$ cat config.mk
export PLATFORM = sky130hd
export DESIGN_NAME = expression_lexer_flat
export DESIGN_NICKNAME = d
export VERILOG_FILES = /design/src/rtl/exprlex_pkg.sv /design/src/rtl/exprlex_if.sv /design/src/rtl/exprlex_front.sv /design/src/rtl/exprlex_queue.sv /design/src/rtl/exprlex_back.sv /design/src/rtl/expression_lexer.sv /design/src/flat_wrapper.sv
export SDC_FILE = /design/constraint.sdc
export NUM_CORES = 1
export LEC_CHECK = 0
export ABC_AREA = 1
export BUFFER_PORTS_ARGS = -buffer_cell sky130_fd_sc_hd__buf_2
export CAP_MARGIN = 15
export CORE_ASPECT_RATIO = 0.6
export CORE_MARGIN = 2
export CORE_UTILIZATION = 50
export CTS_BUF_LIST = sky130_fd_sc_hd__clkbuf_4
export DETAILED_ROUTE_END_ITERATION = 7
export PLACE_DENSITY_LB_ADDON = 0.08
export SYNTH_ARGS = -nofsm -noshare
export SYNTH_HDL_FRONTEND = slang
export SYNTH_SLANG_ARGS = --single-unit
$ cat constraint.sdc
create_clock -name clk -period 9.55 [get_ports clk]
set_input_delay 2.865 -clock clk [delete_from_list [all_inputs] [get_ports clk]]
set_output_delay 2.865 -clock clk [all_outputs]
set_load 0.03 [all_outputs]
$ cat src/rtl/exprlex_pkg.sv
// Package with the shared types and constants of the expression lexer.
`timescale 1ns / 1ps
`default_nettype none

package exprlex_pkg;

  localparam int VALUE_BITS = 31;
  localparam int POS_OUT_BITS = 16;
  localparam logic [VALUE_BITS-1:0] INT_LIMIT = 31'h7FFF_FFFF;

  localparam logic ACT_CHAR = 1'b0;
  localparam logic ACT_END  = 1'b1;

  localparam logic [7:0] CH_TAB     = 8'h09;
  localparam logic [7:0] CH_NEWLINE = 8'h0A;
  localparam logic [7:0] CH_VTAB    = 8'h0B;
  localparam logic [7:0] CH_FF      = 8'h0C;
  localparam logic [7:0] CH_CR      = 8'h0D;
  localparam logic [7:0] CH_SPACE   = 8'h20;
  localparam logic [7:0] CH_LPAREN  = 8'h28;
  localparam logic [7:0] CH_RPAREN  = 8'h29;
  localparam logic [7:0] CH_PLUS    = 8'h2B;
  localparam logic [7:0] CH_MINUS   = 8'h2D;
  localparam logic [7:0] CH_ZERO    = 8'h30;
  localparam logic [7:0] CH_NINE    = 8'h39;

  typedef enum logic [2:0] {
    KIND_INT   = 3'd0,
    KIND_MINUS = 3'd1,
    KIND_PLUS  = 3'd2,
    KIND_PARL  = 3'd3,
    KIND_PARR  = 3'd4,
    KIND_ERROR = 3'd5
  } token_kind_t;

  typedef enum logic [1:0] {
    PH_LEAD   = 2'd0,
    PH_DIGITS = 2'd1,
    PH_TAIL   = 2'd2,
    PH_BAD    = 2'd3
  } scan_phase_t;

  typedef struct packed {
    token_kind_t             kind;
    logic [VALUE_BITS-1:0]   value;
    logic [POS_OUT_BITS-1:0] line;
    logic [POS_OUT_BITS-1:0] col;
    logic                    last;
  } token_t;

  typedef struct packed {
    token_t first;
    token_t second;
    logic   two;
  } bundle_t;

endpackage

`default_nettype wire

$ cat src/rtl/exprlex_if.sv
// Channel interfaces of the expression lexer: character input and token output.
`timescale 1ns / 1ps
`default_nettype none

interface exprlex_in_if;
  logic       valid;
  logic       ready;
  logic       action;
  logic [7:0] char_code;

  modport source (output valid, output action, output char_code, input ready);
  modport sink (input valid, input action, input char_code, output ready);
endinterface

interface exprlex_out_if;
  logic        valid;
  logic        ready;
  logic [2:0]  token_kind;
  logic [30:0] int_value;
  logic [15:0] line_number;
  logic [15:0] column_offset;
  logic        last_of_run;

  modport source (output valid, output token_kind, output int_value, output line_number,
                  output column_offset, output last_of_run, input ready);
  modport sink (input valid, input token_kind, input int_value, input line_number,
                input column_offset, input last_of_run, output ready);
endinterface

`default_nettype wire

$ cat src/rtl/exprlex_front.sv
// Front end: accepts characters, tracks the pending number and positions, builds token bundles.
`timescale 1ns / 1ps
`default_nettype none

module exprlex_front
  import exprlex_pkg::*;
#(
  parameter int POSITION_BITS = 16
) (
  input  wire logic    clk,
  input  wire logic    rst_n,
  input  wire logic    in_valid,
  output logic         in_ready,
  input  wire logic    in_action,
  input  wire logic [7:0] in_char_code,
  output logic         push,
  output bundle_t      push_data,
  input  wire logic    queue_full
);

  localparam logic [POSITION_BITS-1:0] POS_MAX = {POSITION_BITS{1'b1}};

  logic                     pending_r, pending_nxt;
  scan_phase_t              phase_r, phase_nxt;
  logic [VALUE_BITS-1:0]    value_r, value_nxt;
  logic                     ovf_r, ovf_nxt;
  logic [POSITION_BITS-1:0] line_r, line_nxt;
  logic [POSITION_BITS-1:0] chars_r, chars_nxt;
  logic                     failed_r, failed_nxt;

  logic                     take;
  logic                     is_digit;
  logic                     is_space;
  logic                     bad;
  logic [VALUE_BITS+3:0]    prod;
  logic [POSITION_BITS-1:0] chars_inc;
  logic [POS_OUT_BITS-1:0]  line_out;
  logic [POS_OUT_BITS-1:0]  col_inc_out;
  logic [POS_OUT_BITS-1:0]  col_cur_out;
  token_t                   num_tok;
  token_t                   op_tok;
  logic                     is_op;
  token_kind_t              op_kind;

  assign in_ready = !queue_full;
  assign take     = in_valid && in_ready;

  assign is_digit = in_char_code inside {[CH_ZERO:CH_NINE]};
  assign is_space = in_char_code inside {CH_TAB, CH_VTAB, CH_FF, CH_CR};
  assign bad      = (phase_r == PH_LEAD) || (phase_r == PH_BAD) || ovf_r;
  assign prod     = ({4'd0, value_r} << 3) + ({4'd0, value_r} << 1)
                    + {{VALUE_BITS{1'b0}}, in_char_code[3:0]};
  assign chars_inc = (chars_r != POS_MAX) ? chars_r + {{(POSITION_BITS-1){1'b0}}, 1'b1}
                                          : chars_r;
  assign line_out    = POS_OUT_BITS'(line_r);
  assign col_inc_out = POS_OUT_BITS'(chars_inc);
  assign col_cur_out = POS_OUT_BITS'(chars_r);

  always_comb begin
    is_op   = 1'b1;
    op_kind = KIND_MINUS;
    case (in_char_code)
      CH_MINUS:  op_kind = KIND_MINUS;
      CH_PLUS:   op_kind = KIND_PLUS;
      CH_LPAREN: op_kind = KIND_PARL;
      CH_RPAREN: op_kind = KIND_PARR;
      default:   is_op = 1'b0;
    endcase
  end

  always_comb begin
    pending_nxt = pending_r;
    phase_nxt   = phase_r;
    value_nxt   = value_r;
    ovf_nxt     = ovf_r;
    line_nxt    = line_r;
    chars_nxt   = chars_r;
    failed_nxt  = failed_r;
    push        = 1'b0;

    num_tok.kind  = bad ? KIND_ERROR : KIND_INT;
    num_tok.value = bad ? '0 : value_r;
    num_tok.line  = line_out;
    num_tok.col   = col_inc_out;
    num_tok.last  = 1'b0;
    op_tok.kind   = op_kind;
    op_tok.value  = '0;
    op_tok.line   = line_out;
    op_tok.col    = col_inc_out;
    op_tok.last   = 1'b1;
    push_data.first  = num_tok;
    push_data.second = op_tok;
    push_data.two    = 1'b0;

    if (take) begin
      if (in_action == ACT_END) begin
        if (!failed_r && pending_r) begin
          push = 1'b1;
          push_data.first.col  = col_cur_out;
          push_data.first.last = 1'b1;
        end
        pending_nxt = 1'b0;
        phase_nxt   = PH_LEAD;
        value_nxt   = '0;
        ovf_nxt     = 1'b0;
        line_nxt    = '0;
        chars_nxt   = '0;
        failed_nxt  = 1'b0;
      end else if (!failed_r) begin
        chars_nxt = chars_inc;
        if (is_op || in_char_code == CH_SPACE || in_char_code == CH_NEWLINE) begin
          if (pending_r && bad) begin
            push = 1'b1;
            push_data.first.last = 1'b1;
            failed_nxt = 1'b1;
          end else begin
            if (in_char_code == CH_NEWLINE && line_r != POS_MAX) begin
              line_nxt = line_r + {{(POSITION_BITS-1){1'b0}}, 1'b1};
            end
            if (pending_r) begin
              push = 1'b1;
              if (is_op) begin
                push_data.two = 1'b1;
              end else begin
                push_data.first.last = 1'b1;
              end
            end else if (is_op) begin
              push = 1'b1;
              push_data.first = op_tok;
            end
          end
          pending_nxt = 1'b0;
          phase_nxt   = PH_LEAD;
          value_nxt   = '0;
          ovf_nxt     = 1'b0;
        end else begin
          pending_nxt = 1'b1;
          case (phase_r)
            PH_LEAD: begin
              if (!is_space) begin
                phase_nxt = is_digit ? PH_DIGITS : PH_BAD;
                if (is_digit) begin
                  value_nxt = VALUE_BITS'(in_char_code[3:0]);
                end
              end
            end
            PH_DIGITS: begin
              if (!is_digit) begin
                phase_nxt = PH_TAIL;
              end else if (prod > {4'd0, INT_LIMIT}) begin
                value_nxt = INT_LIMIT;
                ovf_nxt   = 1'b1;
              end else begin
                value_nxt = prod[VALUE_BITS-1:0];
              end
            end
            default: begin
            end
          endcase
        end
      end
    end
  end

  always_ff @(posedge clk) begin
    if (!rst_n) begin
      pending_r <= 1'b0;
      phase_r   <= PH_LEAD;
      value_r   <= '0;
      ovf_r     <= 1'b0;
      line_r    <= '0;
      chars_r   <= '0;
      failed_r  <= 1'b0;
    end else begin
      pending_r <= pending_nxt;
      phase_r   <= phase_nxt;
      value_r   <= value_nxt;
      ovf_r     <= ovf_nxt;
      line_r    <= line_nxt;
      chars_r   <= chars_nxt;
      failed_r  <= failed_nxt;
    end
  end

endmodule

`default_nettype wire

$ cat src/rtl/exprlex_queue.sv
// Small FIFO of token bundles between the front end and the output stage.
`timescale 1ns / 1ps
`default_nettype none

module exprlex_queue
  import exprlex_pkg::*;
#(
  parameter int DEPTH = 4
) (
  input  wire logic    clk,
  input  wire logic    rst_n,
  input  wire logic    push,
  input  wire bundle_t push_data,
  output logic         full,
  input  wire logic    pop,
  output bundle_t      pop_data,
  output logic         empty
);

  localparam int PTR_W = (DEPTH > 1) ? $clog2(DEPTH) : 1;
  localparam int CNT_W = $clog2(DEPTH + 1);
  localparam logic [PTR_W-1:0] LAST_IDX = PTR_W'(DEPTH - 1);

  bundle_t            slots_r [DEPTH];
  logic [PTR_W-1:0]   wr_ptr_r, wr_ptr_nxt;
  logic [PTR_W-1:0]   rd_ptr_r, rd_ptr_nxt;
  logic [CNT_W-1:0]   count_r, count_nxt;
  logic               do_push;
  logic               do_pop;

  assign full     = (count_r == CNT_W'(DEPTH));
  assign empty    = (count_r == '0);
  assign do_push  = push && !full;
  assign do_pop   = pop && !empty;
  assign pop_data = slots_r[rd_ptr_r];

  always_comb begin
    wr_ptr_nxt = wr_ptr_r;
    rd_ptr_nxt = rd_ptr_r;
    count_nxt  = count_r;
    if (do_push) begin
      wr_ptr_nxt = (wr_ptr_r == LAST_IDX) ? '0 : wr_ptr_r + {{(PTR_W-1){1'b0}}, 1'b1};
    end
    if (do_pop) begin
      rd_ptr_nxt = (rd_ptr_r == LAST_IDX) ? '0 : rd_ptr_r + {{(PTR_W-1){1'b0}}, 1'b1};
    end
    if (do_push && !do_pop) begin
      count_nxt = count_r + {{(CNT_W-1){1'b0}}, 1'b1};
    end else if (do_pop && !do_push) begin
      count_nxt = count_r - {{(CNT_W-1){1'b0}}, 1'b1};
    end
  end

  always_ff @(posedge clk) begin
    if (do_push) begin
      slots_r[wr_ptr_r] <= push_data;
    end
  end

  always_ff @(posedge clk) begin
    if (!rst_n) begin
      wr_ptr_r <= '0;
      rd_ptr_r <= '0;
      count_r  <= '0;
    end else begin
      wr_ptr_r <= wr_ptr_nxt;
      rd_ptr_r <= rd_ptr_nxt;
      count_r  <= count_nxt;
    end
  end

endmodule

`default_nettype wire

$ cat src/rtl/exprlex_back.sv
// Output stage: unpacks bundles and presents one token per transaction from a register.
`timescale 1ns / 1ps
`default_nettype none

module exprlex_back
  import exprlex_pkg::*;
(
  input  wire logic    clk,
  input  wire logic    rst_n,
  input  wire logic    queue_empty,
  input  wire bundle_t queue_data,
  output logic         pop,
  output logic         out_valid,
  input  wire logic    out_ready,
  output token_t       out_token
);

  logic   valid_r, valid_nxt;
  token_t cur_r, cur_nxt;
  logic   sec_valid_r, sec_valid_nxt;
  token_t sec_r, sec_nxt;
  logic   advance;

  assign advance   = !valid_r || out_ready;
  assign pop       = advance && !sec_valid_r && !queue_empty;
  assign out_valid = valid_r;
  assign out_token = cur_r;

  always_comb begin
    valid_nxt     = valid_r;
    cur_nxt       = cur_r;
    sec_valid_nxt = sec_valid_r;
    sec_nxt       = sec_r;
    if (advance) begin
      if (sec_valid_r) begin
        valid_nxt     = 1'b1;
        cur_nxt       = sec_r;
        sec_valid_nxt = 1'b0;
      end else if (!queue_empty) begin
        valid_nxt     = 1'b1;
        cur_nxt       = queue_data.first;
        sec_nxt       = queue_data.second;
        sec_valid_nxt = queue_data.two;
      end else begin
        valid_nxt = 1'b0;
      end
    end
  end

  always_ff @(posedge clk) begin
    cur_r <= cur_nxt;
    sec_r <= sec_nxt;
  end

  always_ff @(posedge clk) begin
    if (!rst_n) begin
      valid_r     <= 1'b0;
      sec_valid_r <= 1'b0;
    end else begin
      valid_r     <= valid_nxt;
      sec_valid_r <= sec_valid_nxt;
    end
  end

endmodule

`default_nettype wire

$ cat src/rtl/expression_lexer.sv
// Top level of the expression lexer: front end, bundle queue and output stage.
//
// The input channel carries one transaction per text byte, or an end-of-text
// transaction that flushes the pending number and clears all state. The output
// channel carries one token per transaction: integer, minus, plus, left or right
// parenthesis, or error, with its line and its 1-based column.
// A byte is taken in every cycle while the queue has room, so the input sustains
// one transaction per clock. A byte that ends a number in front of an operator
// yields two tokens, and the output register delivers one token per clock while the
// receiver is ready, which sets the sustained rate when such pairs follow each other.
// When nothing stalls, a token passes from the byte that caused it into the queue
// and then into the output register, where it appears on the output.
// When the receiver stalls, tokens gather in the queue of QUEUE_DEPTH bundles;
// input ready falls only when that queue is full.
// Synchronous reset clears the number state, the counters, the queue and the
// output register; no clearing pass follows, so the block is ready at once.
`timescale 1ns / 1ps
`default_nettype none

module expression_lexer
  import exprlex_pkg::*;
#(
  parameter int POSITION_BITS = 16,
  parameter int QUEUE_DEPTH = 4
) (
  input wire logic     clk,
  input wire logic     rst_n,
  exprlex_in_if.sink   in_chan,
  exprlex_out_if.source out_chan
);

  logic    push;
  bundle_t push_data;
  logic    queue_full;
  logic    pop;
  bundle_t pop_data;
  logic    queue_empty;
  token_t  out_token;

  exprlex_front #(
    .POSITION_BITS(POSITION_BITS)
  ) u_front (
    .clk          (clk),
    .rst_n        (rst_n),
    .in_valid     (in_chan.valid),
    .in_ready     (in_chan.ready),
    .in_action    (in_chan.action),
    .in_char_code (in_chan.char_code),
    .push         (push),
    .push_data    (push_data),
    .queue_full   (queue_full)
  );

  exprlex_queue #(
    .DEPTH(QUEUE_DEPTH)
  ) u_queue (
    .clk       (clk),
    .rst_n     (rst_n),
    .push      (push),
    .push_data (push_data),
    .full      (queue_full),
    .pop       (pop),
    .pop_data  (pop_data),
    .empty     (queue_empty)
  );

  exprlex_back u_back (
    .clk         (clk),
    .rst_n       (rst_n),
    .queue_empty (queue_empty),
    .queue_data  (pop_data),
    .pop         (pop),
    .out_valid   (out_chan.valid),
    .out_ready   (out_chan.ready),
    .out_token   (out_token)
  );

  assign out_chan.token_kind    = out_token.kind;
  assign out_chan.int_value     = out_token.value;
  assign out_chan.line_number   = out_token.line;
  assign out_chan.column_offset = out_token.col;
  assign out_chan.last_of_run   = out_token.last;

endmodule

`default_nettype wire

$ cat src/flat_wrapper.sv
// flat-port wrapper written by rule: the top's interface ports become plain ports
module expression_lexer_flat import exprlex_pkg::*;
#(
  parameter int POSITION_BITS = 16,
  parameter int QUEUE_DEPTH = 4
)
  (clk, rst_n, in_chan_valid, in_chan_action, in_chan_char_code, in_chan_ready, out_chan_valid, out_chan_token_kind, out_chan_int_value, out_chan_line_number, out_chan_column_offset, out_chan_last_of_run, out_chan_ready);
  exprlex_in_if in_chan_i ();
  exprlex_out_if out_chan_i ();
  input wire logic clk;
  input wire logic rst_n;
  input wire logic [$bits(in_chan_i.valid)-1:0] in_chan_valid;
  input wire logic [$bits(in_chan_i.action)-1:0] in_chan_action;
  input wire logic [$bits(in_chan_i.char_code)-1:0] in_chan_char_code;
  output wire logic [$bits(in_chan_i.ready)-1:0] in_chan_ready;
  output wire logic [$bits(out_chan_i.valid)-1:0] out_chan_valid;
  output wire logic [$bits(out_chan_i.token_kind)-1:0] out_chan_token_kind;
  output wire logic [$bits(out_chan_i.int_value)-1:0] out_chan_int_value;
  output wire logic [$bits(out_chan_i.line_number)-1:0] out_chan_line_number;
  output wire logic [$bits(out_chan_i.column_offset)-1:0] out_chan_column_offset;
  output wire logic [$bits(out_chan_i.last_of_run)-1:0] out_chan_last_of_run;
  input wire logic [$bits(out_chan_i.ready)-1:0] out_chan_ready;
  assign in_chan_i.valid = in_chan_valid;
  assign in_chan_i.action = in_chan_action;
  assign in_chan_i.char_code = in_chan_char_code;
  assign in_chan_ready = in_chan_i.ready;
  assign out_chan_valid = out_chan_i.valid;
  assign out_chan_token_kind = out_chan_i.token_kind;
  assign out_chan_int_value = out_chan_i.int_value;
  assign out_chan_line_number = out_chan_i.line_number;
  assign out_chan_column_offset = out_chan_i.column_offset;
  assign out_chan_last_of_run = out_chan_i.last_of_run;
  assign out_chan_i.ready = out_chan_ready;
  expression_lexer #(.POSITION_BITS(POSITION_BITS), .QUEUE_DEPTH(QUEUE_DEPTH)) u_core (.clk(clk), .rst_n(rst_n), .in_chan(in_chan_i), .out_chan(out_chan_i));
endmodule
==> flow_metrics.env, run 1 <==
export IMPL_cts_resized=0
export IMPL_synth_area_um2=23300
export IMPL_crit_path_start_kind="input port"
export IMPL_place_congestion=0.871
export IMPL_cts_hold_buf=0
export IMPL_grt_pass1_vias=15600
export IMPL_cts_made_buffers=121
export IMPL_wl_per_cell_um=17.6
export IMPL_fmax_mhz=175
export IMPL_num_vias=16200
export IMPL_hold_path_depth=2
export IMPL_final_layout_size_suffix_gt1_share_pct=14.0
export IMPL_grt_max_degree=111
export IMPL_worstHoldEndpoint="u_core.u_front.ovf_r"
export IMPL_p_leak_nw=10.2
export IMPL_fill_cells=4045
export IMPL_irDropWorstVdd_uv=200
export IMPL_synthFlopType="edfxtp_1"
export IMPL_postCtsSetupBuffers=0
export IMPL_cts_tree="yes"
export IMPL_synth_nets=2316
export IMPL_cts_sinks=529
export IMPL_drt_iter0_drc=1476
export IMPL_setup_tns_final_ps=0
export IMPL_postPlaceCellArea_um2=24400
export IMPL_area_growth_pct=11.6
export IMPL_final_hold_violation_count=0
export IMPL_critPathMaxFanout=24
export IMPL_fin_area_um2=26000
export IMPL_tightest_slew_ps=1080
export IMPL_crit_type="input port to flip-flop"
export IMPL_start_util_pct=50.5
export IMPL_outcome="finished, final reports clean"
export IMPL_maxCapViolCount=0
export IMPL_routed_via_density=5.25
export IMPL_async_flop_share_pct=0
export IMPL_port_buffers=81
export IMPL_syn_area_per_cell_um2=10.5
export IMPL_die_area_um2=48500
export IMPL_seqCellArea_um2=15100
export IMPL_p_per_area_nw_per_um2=260
export IMPL_crit_required_ps=10270
export IMPL_syn_inst=2227
export IMPL_p_total_mw=6.76
export IMPL_ant_nets=0
export IMPL_synth_edff_count=450
export IMPL_multi_input_area_um2=7270
export IMPL_arrival_ps=6440
export IMPL_r2r_end="u_core.u_front.value_r[28]"
export IMPL_grt_pass1_wl_um=86400
export IMPL_antenna_found_initial=2
export IMPL_synth_cell_type_count=51
export IMPL_final_setup_viol_count=0
export IMPL_dp_worst_setup_slack_ps=3020
export IMPL_fin_ws_ps=3830
export IMPL_wl_um=54600
export IMPL_drcViolationCount=0
export IMPL_cts_htree_levels=3
export IMPL_fp_coreArea_um2=46200
export IMPL_drv_slew=0
export IMPL_slew_headroom_pct=27.9
export IMPL_r2r_cells=16
export IMPL_layout_nets=2450
export IMPL_overflow=0
export IMPL_track_usage_pct=23.1
export IMPL_rrSetupSlack_ps=5560
export IMPL_fp_dieH_um=171
export IMPL_end_kind="flip-flop"
export IMPL_skew_ps=50.1
export IMPL_rsz0062_at_grt="false"
export IMPL_rows=61
export IMPL_firstDrtPassIters=5
export IMPL_yosysWarnings=0
export IMPL_pin_count=82
export IMPL_clock_latency_ps=830
export IMPL_die_w_um=283
export IMPL_hp_class="flip-flop to flip-flop"
export IMPL_min_period_ps=5720
export IMPL_path_clk_slew_ps=60
export IMPL_reg2reg_from="u_core.u_front.value_r[0]"
export IMPL_dp_hpwl_um=32900
export IMPL_ys_seq_elements=529
export IMPL_root_buffer="clkbuf_4"
export IMPL_min_period_over_period_pct=59.9
export IMPL_hold_start="u_core.u_front.ovf_r"
export IMPL_yosysSeqAreaShare_pct=64.7
export IMPL_cts_buffer_depth=3
[kinds of logic (layout without fill, tap and decap cells)]
logic type	after synthesis	count (layout)	synth area share, %
AOI/OAI and AO/OA	441	441	9.98
xor gates and xnor gates	35	35	1.44
adders and majority gates	76	76	4.17
buffers and inverters	264	500	4.32
DFF	529	529	64.7
other	0	2	0
and+or+nand+nor	882	882	15.4
[metrics by stage]
stage,util (%),hold WS [ps],std cells
final,56.4,453,3095
after global placement,52.8,450,2867
after detailed placement,52.8,447,2867
after global routing,56.4,476,3095
after CTS,56.3,456,3092
after floorplan,-,432,2227
[flip-flops by register name, summed over array words and instances, names as in the netlist, named ones only]
register	count
u_core.u_queue.wr_ptr_r	2
u_core.u_queue.rd_ptr_r	2
u_core.u_front.line_out	16
u_core.u_front.failed_r	1
u_core.u_queue.slots_r	348
u_core.u_front.pending_r	1
u_core.u_queue.count_r	3
u_core.u_back.out_valid	1
u_core.u_back.sec_valid_r	1
u_core.u_back.sec_r	35
u_core.u_front.chars_r	16
u_core.u_front.ovf_r	1
u_core.u_front.phase_r	2
u_core.u_front.value_r	31
u_core.u_back.out_token	67
[Yosys cell counts, drive strengths merged (22+ instances only)]
master | number | area [um^2]
a31oi | 23 | 144
dfxtp | 79 | 1580
o21ai | 232 | 1160
a21oi | 135 | 683
xor2 | 22 | 223
edfxtp | 450 | 13500
nand2 | 377 | 1440
nor3 | 23 | 159
ha | 73 | 913
o22ai | 37 | 231
clkbuf | 71 | 268
nand3 | 39 | 228
inv | 172 | 648
nor2 | 423 | 1630
[cells in the final DEF, fill, tap and decap left out, types with 5 or more instances in the layout]
master    netlist  layout
a21oi_1       133     133
a31oi_1        23      23
buf_2           5      81
buf_4           2      14
clkbuf_4        0     191
clkinv_1        4      29
dfxtp_1        79      76
edfxtp_1      450     450
ha_1           73      73
inv_1         166     163
inv_2           5       9
nand2_1       371     371
nand2_2         5       5
nand3_1        34      34
nand4_1         9       9
nor2_1        416     412
nor2_4          3       7
nor3_1         18      17
o21ai_0       224     224
o21ai_1         8       8
o22ai_1        37      37
xnor2_1        13      13
xor2_1         18      18
[worst max path at each step]
stage,slack (ps),startpoint,endpoint,cells past startpoint
6_report,3830,in_chan_char_code[3],u_core.u_front.value_r[28],17
5_1_grt,3570,in_chan_char_code[3],u_core.u_front.value_r[28],17
4_1_cts,3910,in_chan_char_code[3],u_core.u_front.value_r[28],17
3_5_place_dp,3020,in_chan_char_code[3],u_core.u_front.value_r[28],17
3_3_place_gp,3160,in_chan_char_code[3],u_core.u_front.value_r[26],17
2_1_floorplan,1360,in_chan_char_code[5],u_core.u_queue.slots_r[0][0],9
[per-layer routing]
| layer | vias up | GRT usage [%] | routed length, um |
|---|---|---|---|
| met3 | 67 | 4.79 | 3280 |
| met2 | 440 | 33.9 | 23200 |
| met4 | 0 | 6.99 | 1000 |
| met1 | 7730 | 34.6 | 27100 |
| met5 | - | 0 | 0 |
| li1 | 8009 | - | - |
[worst max-delay path, cell delays in order]
cell and delay (ps):
buf_2 100, inv_2 70, fa_1 530, fa_1 490, nor2_1 120, nor2_1 70, o21ai_1 330, nand2_1 100
nand2_1 180, nand2_1 70, nand2_1 60, nor2_1 40, nand2_1 660, inv_1 390, nand2_1 150, nand2_1 60
a21oi_1 150
[power breakdown]
part           total, mW  switching, mW  internal, mW  leakage [nW]
sequential          3.11          0.140          2.97          5.04
clock               1.81          0.877         0.935         0.956
combinational       1.84           1.38         0.462          4.24
total               6.76           2.40          4.36          10.2
[area by class of cell]
cell class                 count  share of cell area, %
antenna                        2                 0.0192
clock buffer                 191                   5.51
clock inverter                34                  0.658
inverter                     176                   2.56
multi-input combinational   1434                   27.9
sequential                   529                   58.0
tap                          630                   3.03
timing repair buffer          99                   2.30
(Power assumes the default switching activity.)
==> run 2: changes to the inputs <==
==> constraint.sdc (replaced) <==
create_clock -name clk -period 5 [get_ports clk]
set_input_delay 1.5 -clock clk [delete_from_list [all_inputs] [get_ports clk]]
set_output_delay 1.5 -clock clk [all_outputs]
set_load 0.03 [all_outputs]
==> run 2 against run 1 <==
Utilization up 0.61 points. Design area up 1.1%. First-iteration DRC count down 5.3%. Clock-buffer cell count up 15. Non-clock buffer count up 12. Critical path type unchanged. Critical endpoint is now u_core.u_front.value_r[0]. Largest power group unchanged.
==> flow_metrics.env, run 2 (synthesis gave the netlist of run 1 again) <==
export IMPL_outcome="finished, final reports clean"
export IMPL_cts_resized=0
export IMPL_maxCapViolCount=0
export IMPL_overflow=0
export IMPL_start_util_pct=50.5
export IMPL_p_leak_nw=10.4
export IMPL_fill_cells=3991
export IMPL_worst_path_buf_inv=3
export IMPL_dp_hpwl_um=33900
export IMPL_fp_dieH_um=171
export IMPL_grt_pass1_vias=15600
export IMPL_firstDrtPassIters=5
export IMPL_fp_coreArea_um2=46200
export IMPL_placed_cells=2879
export IMPL_crit_type="input port to flip-flop"
export IMPL_switchingPower_mw=4.64
export IMPL_crit_path_start="in_chan_char_code[3]"
export IMPL_critPathMaxFanout=23
export IMPL_place_congestion=0.902
export IMPL_final_hold_violation_count=0
export IMPL_critical_path_top_delay_family="adder cells"
export IMPL_pin_count=82
export IMPL_drt_iter0_drc=1398
export IMPL_stdcell_count=3113
export IMPL_crit_path_start_kind="input port"
export IMPL_antenna_found_initial=2
export IMPL_drv_slew=0
export IMPL_largest_reg_flops=348
export IMPL_tightest_slew_ps=926
export IMPL_switching_share_pct=34.9
export IMPL_fin_ws_ps=1360
export IMPL_irDropWorstVdd_uv=443
export IMPL_pwr_share_comb_pct=26.9
export IMPL_final_common_cell="edfxtp_1"
export IMPL_dp_worst_setup_slack_ps=599
export IMPL_root_buffer="clkbuf_4"
export IMPL_port_buffers=81
export IMPL_p_per_area_nw_per_um2=505
export IMPL_routed_via_density=5.25
export IMPL_final_layout_size_suffix_gt1_share_pct=15.4
export IMPL_min_period_over_period_pct=72.8
export IMPL_num_vias=16300
export IMPL_ant_nets=0
export IMPL_layout_nets=2471
export IMPL_fmax_mhz=275
export IMPL_cts_hold_buf=0
export IMPL_crit_required_ps=5700
export IMPL_area_growth_pct=12.8
export IMPL_die_area_um2=48500
export IMPL_track_usage_pct=23.5
export IMPL_cts_sinks=529
export IMPL_clkPwrFrac_pct=28.6
export IMPL_skew_ps=65.7
export IMPL_p_total_mw=13.3
export IMPL_whs_ps=456
export IMPL_slew_headroom_pct=38.3
export IMPL_wl_per_cell_um=17.7
export IMPL_hold_start="u_core.u_front.ovf_r"
export IMPL_die_w_um=283
export IMPL_setup_tns_final_ps=0
export IMPL_rows=61
export IMPL_end_kind="flip-flop"
export IMPL_rsz0062_at_grt="false"
export IMPL_cts_htree_levels=4
export IMPL_grt_max_degree=88
export IMPL_reg2reg_from="u_core.u_front.value_r[0]"
export IMPL_min_period_ps=3640
export IMPL_power_frac_seq_pct=44.5
export IMPL_postCtsSetupBuffers=0
export IMPL_wl_um=55200
export IMPL_hp_class="flip-flop to flip-flop"
export IMPL_top_register="u_core.u_queue.slots_r"
export IMPL_final_setup_viol_count=0
export IMPL_grt_pass1_wl_um=87000
export IMPL_crit_top_cell="nand2_1"
export IMPL_layout_common_cells="edfxtp_1 (450), nor2_1 (412), nand2_1 (371)"
export IMPL_arrival_ps=4340
export IMPL_p_int_mw=8.66
export IMPL_path_clk_slew_ps=60
export IMPL_clock_latency_ps=820
export IMPL_cts_buffer_depth=3
export IMPL_cts_tree="yes"
export IMPL_cts_made_buffers=130
export IMPL_drcViolationCount=0
export IMPL_max_stage_delay_ps=530
export IMPL_crit_chain="buf_2, inv_2, fa_1, fa_1, nor2_1, nor2_1, o21ai_1, nand2_1, nand2_1, nand2_1, nand2_1, nor2_1, nand2_1, buf_4, nand2_1, nand2_1, nand2_1, a21oi_1"
export IMPL_cp_slowest_cell="fa_1"
[run 2: worst min-delay path: cells and delay by family, from the launching register on]
kind	cells	cell delay, ps
flip-flops	1	300
buffers and inverters	1	60
AO/OA/AOI/OAI	1	60
[run 2: worst paths after layout]
check	end	depth (start not counted)	slack [ps]
min reg2reg	u_core.u_front.ovf_r	2	460
max	u_core.u_front.value_r[0]	18	1360
max reg2reg	u_core.u_front.value_r[0]	17	1770
min	u_core.u_front.ovf_r	2	460
[run 2: cell type report]
cell class / instances / area, um^2 / area share (%)
clock inverters: 25 / 231 / 0.880
well taps: 630 / 788 / 3.00
multi-input cells: 1434 / 7270 / 27.6
diodes: 2 / 5.00 / 0.0190
inverters: 176 / 667 / 2.53
clock buffers: 206 / 1550 / 5.88
flip-flops and latches: 529 / 15100 / 57.4
repair buffers: 111 / 701 / 2.66
[run 2: metrics by stage]
stage	utilization (%)	cell area [um^2]
after detailed placement	53.1	24500
after global placement	53.1	24500
after floorplan	-	23300
after CTS	56.9	26300
after global routing	57.0	26300
final	57.0	26300
[run 2: layer usage]
metal / track usage [%] / wire length, um
met5: 0 / 0
met2: 33.9 / 23200
met1: 35.7 / 28000
met4: 7.41 / 999
met3: 4.47 / 3050
[run 2: power groups by stage]
stage / Sequential [mW] / Clock (mW) / Combinational (mW)
floorplan: 6.53 / 0 / 1.89
global placement: 6.02 / 0 / 3.57
detailed placement: 6.02 / 0 / 3.59
CTS: 5.93 / 3.90 / 3.61
global route: 5.99 / 4.14 / 4.00
finish: 5.92 / 3.80 / 3.58
==> run 3: changes to the inputs <==
--- a/config.mk
+++ b/config.mk
@@ -5,7 +5,7 @@
 export SDC_FILE = /design/constraint.sdc
 export NUM_CORES = 1
 export LEC_CHECK = 0
-export ABC_AREA = 1
+export ABC_AREA = 0
 export BUFFER_PORTS_ARGS = -buffer_cell sky130_fd_sc_hd__buf_2
 export CAP_MARGIN = 15
 export CORE_ASPECT_RATIO = 0.6
==> constraint.sdc (replaced) <==
create_clock -name clk -period 3.5 [get_ports clk]
set_input_delay 1.05 -clock clk [delete_from_list [all_inputs] [get_ports clk]]
set_output_delay 1.05 -clock clk [all_outputs]
set_load 0.03 [all_outputs]
==> run 3 against run 2 <==
Global-route usage fell by 1.2 points. Combinational power rose by 7.0%. Area after synthesis fell by 3.0%. Sequential share of layout area fell by 0.55 points. Critical path type unchanged. Clock skew fell by 26 ps. Worst setup slack got worse by 1300 ps. Non-clock buffer count rose by 95. Design area rose by 1.1%. Hold slack got worse by 6.2 ps.
==> flow_metrics.env, run 3 <==
export IMPL_layout_common_cells="edfxtp_1 (450), clkbuf_4 (187), buf_4 (104)"
export IMPL_pwr_share_comb_pct=22.7
export IMPL_netlist_area_leader_share_pct=59.7
export IMPL_power_frac_seq_pct=48.4
export IMPL_syn_inst=1433
export IMPL_drcViolationCount=0
export IMPL_ys_seq_elements=529
export IMPL_start_util_pct=50.6
export IMPL_root_buffer="clkbuf_4"
export IMPL_irDropWorstVdd_uv=451
export IMPL_final_common_cell="edfxtp_1"
export IMPL_arrival_ps=4150
export IMPL_clock_latency_ps=830
export IMPL_wl_um=52300
export IMPL_track_usage_pct=22.2
export IMPL_r2r_end="u_core.u_front.value_r[13]"
export IMPL_drt_iter0_drc=1058
export IMPL_rrSetupSlack_ps=50
export IMPL_fmax_mhz=289
export IMPL_crit_path_start_kind="input port"
export IMPL_top_register="u_core.u_queue.slots_r"
export IMPL_final_setup_viol_count=0
export IMPL_hold_path_depth=2
export IMPL_path_clk_slew_ps=70
export IMPL_yosysWarnings=0
export IMPL_cts_hold_buf=0
export IMPL_rsz0062_at_grt="true"
export IMPL_fp_dieH_um=169
export IMPL_antenna_found_initial=2
export IMPL_cts_htree_levels=3
export IMPL_dp_hpwl_um=33100
export IMPL_p_per_area_nw_per_um2=635
export IMPL_cts_tree="yes"
export IMPL_critPathMaxFanout=5
export IMPL_grt_pass1_vias=13300
export IMPL_p_leak_nw=9.81
export IMPL_cts_made_buffers=120
export IMPL_final_hold_violation_count=0
export IMPL_skew_ps=39.3
export IMPL_pin_count=82
export IMPL_max_stage_delay_ps=570
export IMPL_synth_cell_type_count=74
export IMPL_num_vias=13500
export IMPL_synth_top_cell_by_area="edfxtp_1"
export IMPL_wl_per_cell_um=21.9
export IMPL_overflow=0
export IMPL_ant_nets=0
export IMPL_switching_share_pct=30.6
export IMPL_outcome="finished, final reports clean"
export IMPL_synth_nets=1522
export IMPL_largest_reg_flops=348
export IMPL_place_congestion=0.879
export IMPL_grt_max_degree=57
export IMPL_die_w_um=279
export IMPL_cts_buffer_depth=3
export IMPL_setup_tns_final_ps=0
export IMPL_switchingPower_mw=5.17
export IMPL_min_period_over_period_pct=98.8
export IMPL_syn_area_per_cell_um2=15.8
export IMPL_tightest_slew_ps=921
export IMPL_synth_common_cells="edfxtp_1 (450), mux4_2 (87), dfxtp_1 (79), nor2_1 (77), ha_1 (73)"
export IMPL_crit_required_ps=4190
export IMPL_cp_slowest_cell="fa_2"
export IMPL_port_buffers=81
export IMPL_synth_area_um2=22600
export IMPL_grt_pass1_wl_um=78900
export IMPL_area_growth_pct=17.5
export IMPL_crit_path_start="in_chan_char_code[3]"
export IMPL_p_total_mw=16.9
export IMPL_maxCapViolCount=0
export IMPL_p_int_mw=11.7
export IMPL_final_layout_size_suffix_gt1_share_pct=33.6
export IMPL_hp_class="flip-flop to flip-flop"
export IMPL_drv_slew=0
export IMPL_firstDrtPassIters=5
export IMPL_synthFlopType="edfxtp_1"
export IMPL_fp_coreArea_um2=44700
export IMPL_crit_type="input port to flip-flop"
export IMPL_die_area_um2=47100
export IMPL_min_period_ps=3460
export IMPL_synth_edff_count=450
export IMPL_end_kind="flip-flop"
export IMPL_crit_chain="buf_2, inv_8, fa_2, fa_1, nand2b_4, a21oi_2, o211ai_4, a211oi_2, o41a_1, a2111oi_4, a21oi_4, clkbuf_16, a221o_1"
export IMPL_layout_nets=1788
export IMPL_async_flop_share_pct=0
export IMPL_synth_most_common_cell="edfxtp_1"
export IMPL_slew_headroom_pct=38.6
export IMPL_cts_sinks=529
export IMPL_clkPwrFrac_pct=28.9
export IMPL_routed_via_density=5.65
export IMPL_rows=60
export IMPL_yosysSeqAreaShare_pct=66.7
export IMPL_synth_area_leaders="edfxtp_1 (60%), mux4_2 (8.7%), dfxtp_1 (7.0%)"
export IMPL_reg2reg_from="u_core.u_front.value_r[2]"
export IMPL_r2r_cells=12
export IMPL_critPathCapture="u_core.u_front.value_r[13]"
[run 3: worst max-delay path: cells and delay by family]
kind                       cells  cell delay (ps)
AOI/OAI and AO/OA              7             1780
adders and majority gates      2              780
and+or+nand+nor                1              140
buffers and inverters          3              400
[run 3: worst min-delay path by stage]
| stage | slack, ps | endpoint | from |
|---|---|---|---|
| 4_1_cts | 450 | u_core.u_front.phase_r[1] | u_core.u_front.phase_r[1] |
| 3_5_place_dp | 440 | u_core.u_front.phase_r[1] | u_core.u_front.phase_r[1] |
| 5_1_grt | 490 | u_core.u_front.ovf_r | u_core.u_front.ovf_r |
| 2_1_floorplan | 430 | u_core.u_front.phase_r[1] | u_core.u_front.phase_r[1] |
| 3_3_place_gp | 440 | u_core.u_front.phase_r[1] | u_core.u_front.phase_r[1] |
| 6_report | 450 | u_core.u_front.phase_r[1] | u_core.u_front.phase_r[1] |
[run 3: per-layer routing]
layer  wire length, um  global-route usage (%)  vias up
met1             26500                    35.6     6815
met4               906                    7.06        0
li1                  -                       -     6219
met3              3270                    4.83       69
met2             21600                    30.0      404
met5                 0                       0        -
[run 3: timing repair]
action	in CTS	in global routing
pin swaps	1	13
gates cloned	0	3
setup endpoints to repair	8	32
resized for setup	0	51
setup buffers	1	9
[run 3: cell families after synthesis]
logic type / synth area share [%]
buffers and inverters: 1.69
XOR/XNOR: 2.36
AND/OR/NAND/NOR: 7.55
AO/OA/AOI/OAI: 6.77
flip-flops: 66.7
adder cells (fa/ha/maj): 4.30
multiplexers: 10.7
[run 3: final cells by class]
class	instances	area, um^2
clock buffer	187	1400
multi-input combinational	810	7430
antenna	2	5.00
clock inverter	34	171
fill	3495	18100
inverter	32	128
tap	589	737
timing repair buffer	206	1600
sequential	529	15100
[run 3: power by group through the flow]
| stage | sequential [mW] | combinational [mW] | clock [mW] |
|---|---|---|---|
| after global placement | 8.30 | 3.87 | 0 |
| after CTS | 8.19 | 3.90 | 5.04 |
| final | 8.17 | 3.83 | 4.87 |
| after floorplan | 9.08 | 1.80 | 0 |
| after global routing | 8.25 | 4.10 | 5.35 |
| after detailed placement | 8.32 | 3.89 | 0 |
[run 3: metrics by stage]
step	worst slack (ps)	hold slack (ps)	cell area (um^2)	util (%)	std cells
6_report	41.5	449	26600	59.4	2389
5_1_grt	-32.5	488	26600	59.4	2389
4_1_cts	14.1	454	26200	58.6	2375
3_5_place_dp	-742	444	24700	55.1	2153
3_3_place_gp	-661	440	24700	55.1	2153
2_1_floorplan	-441	432	22700	-	1433
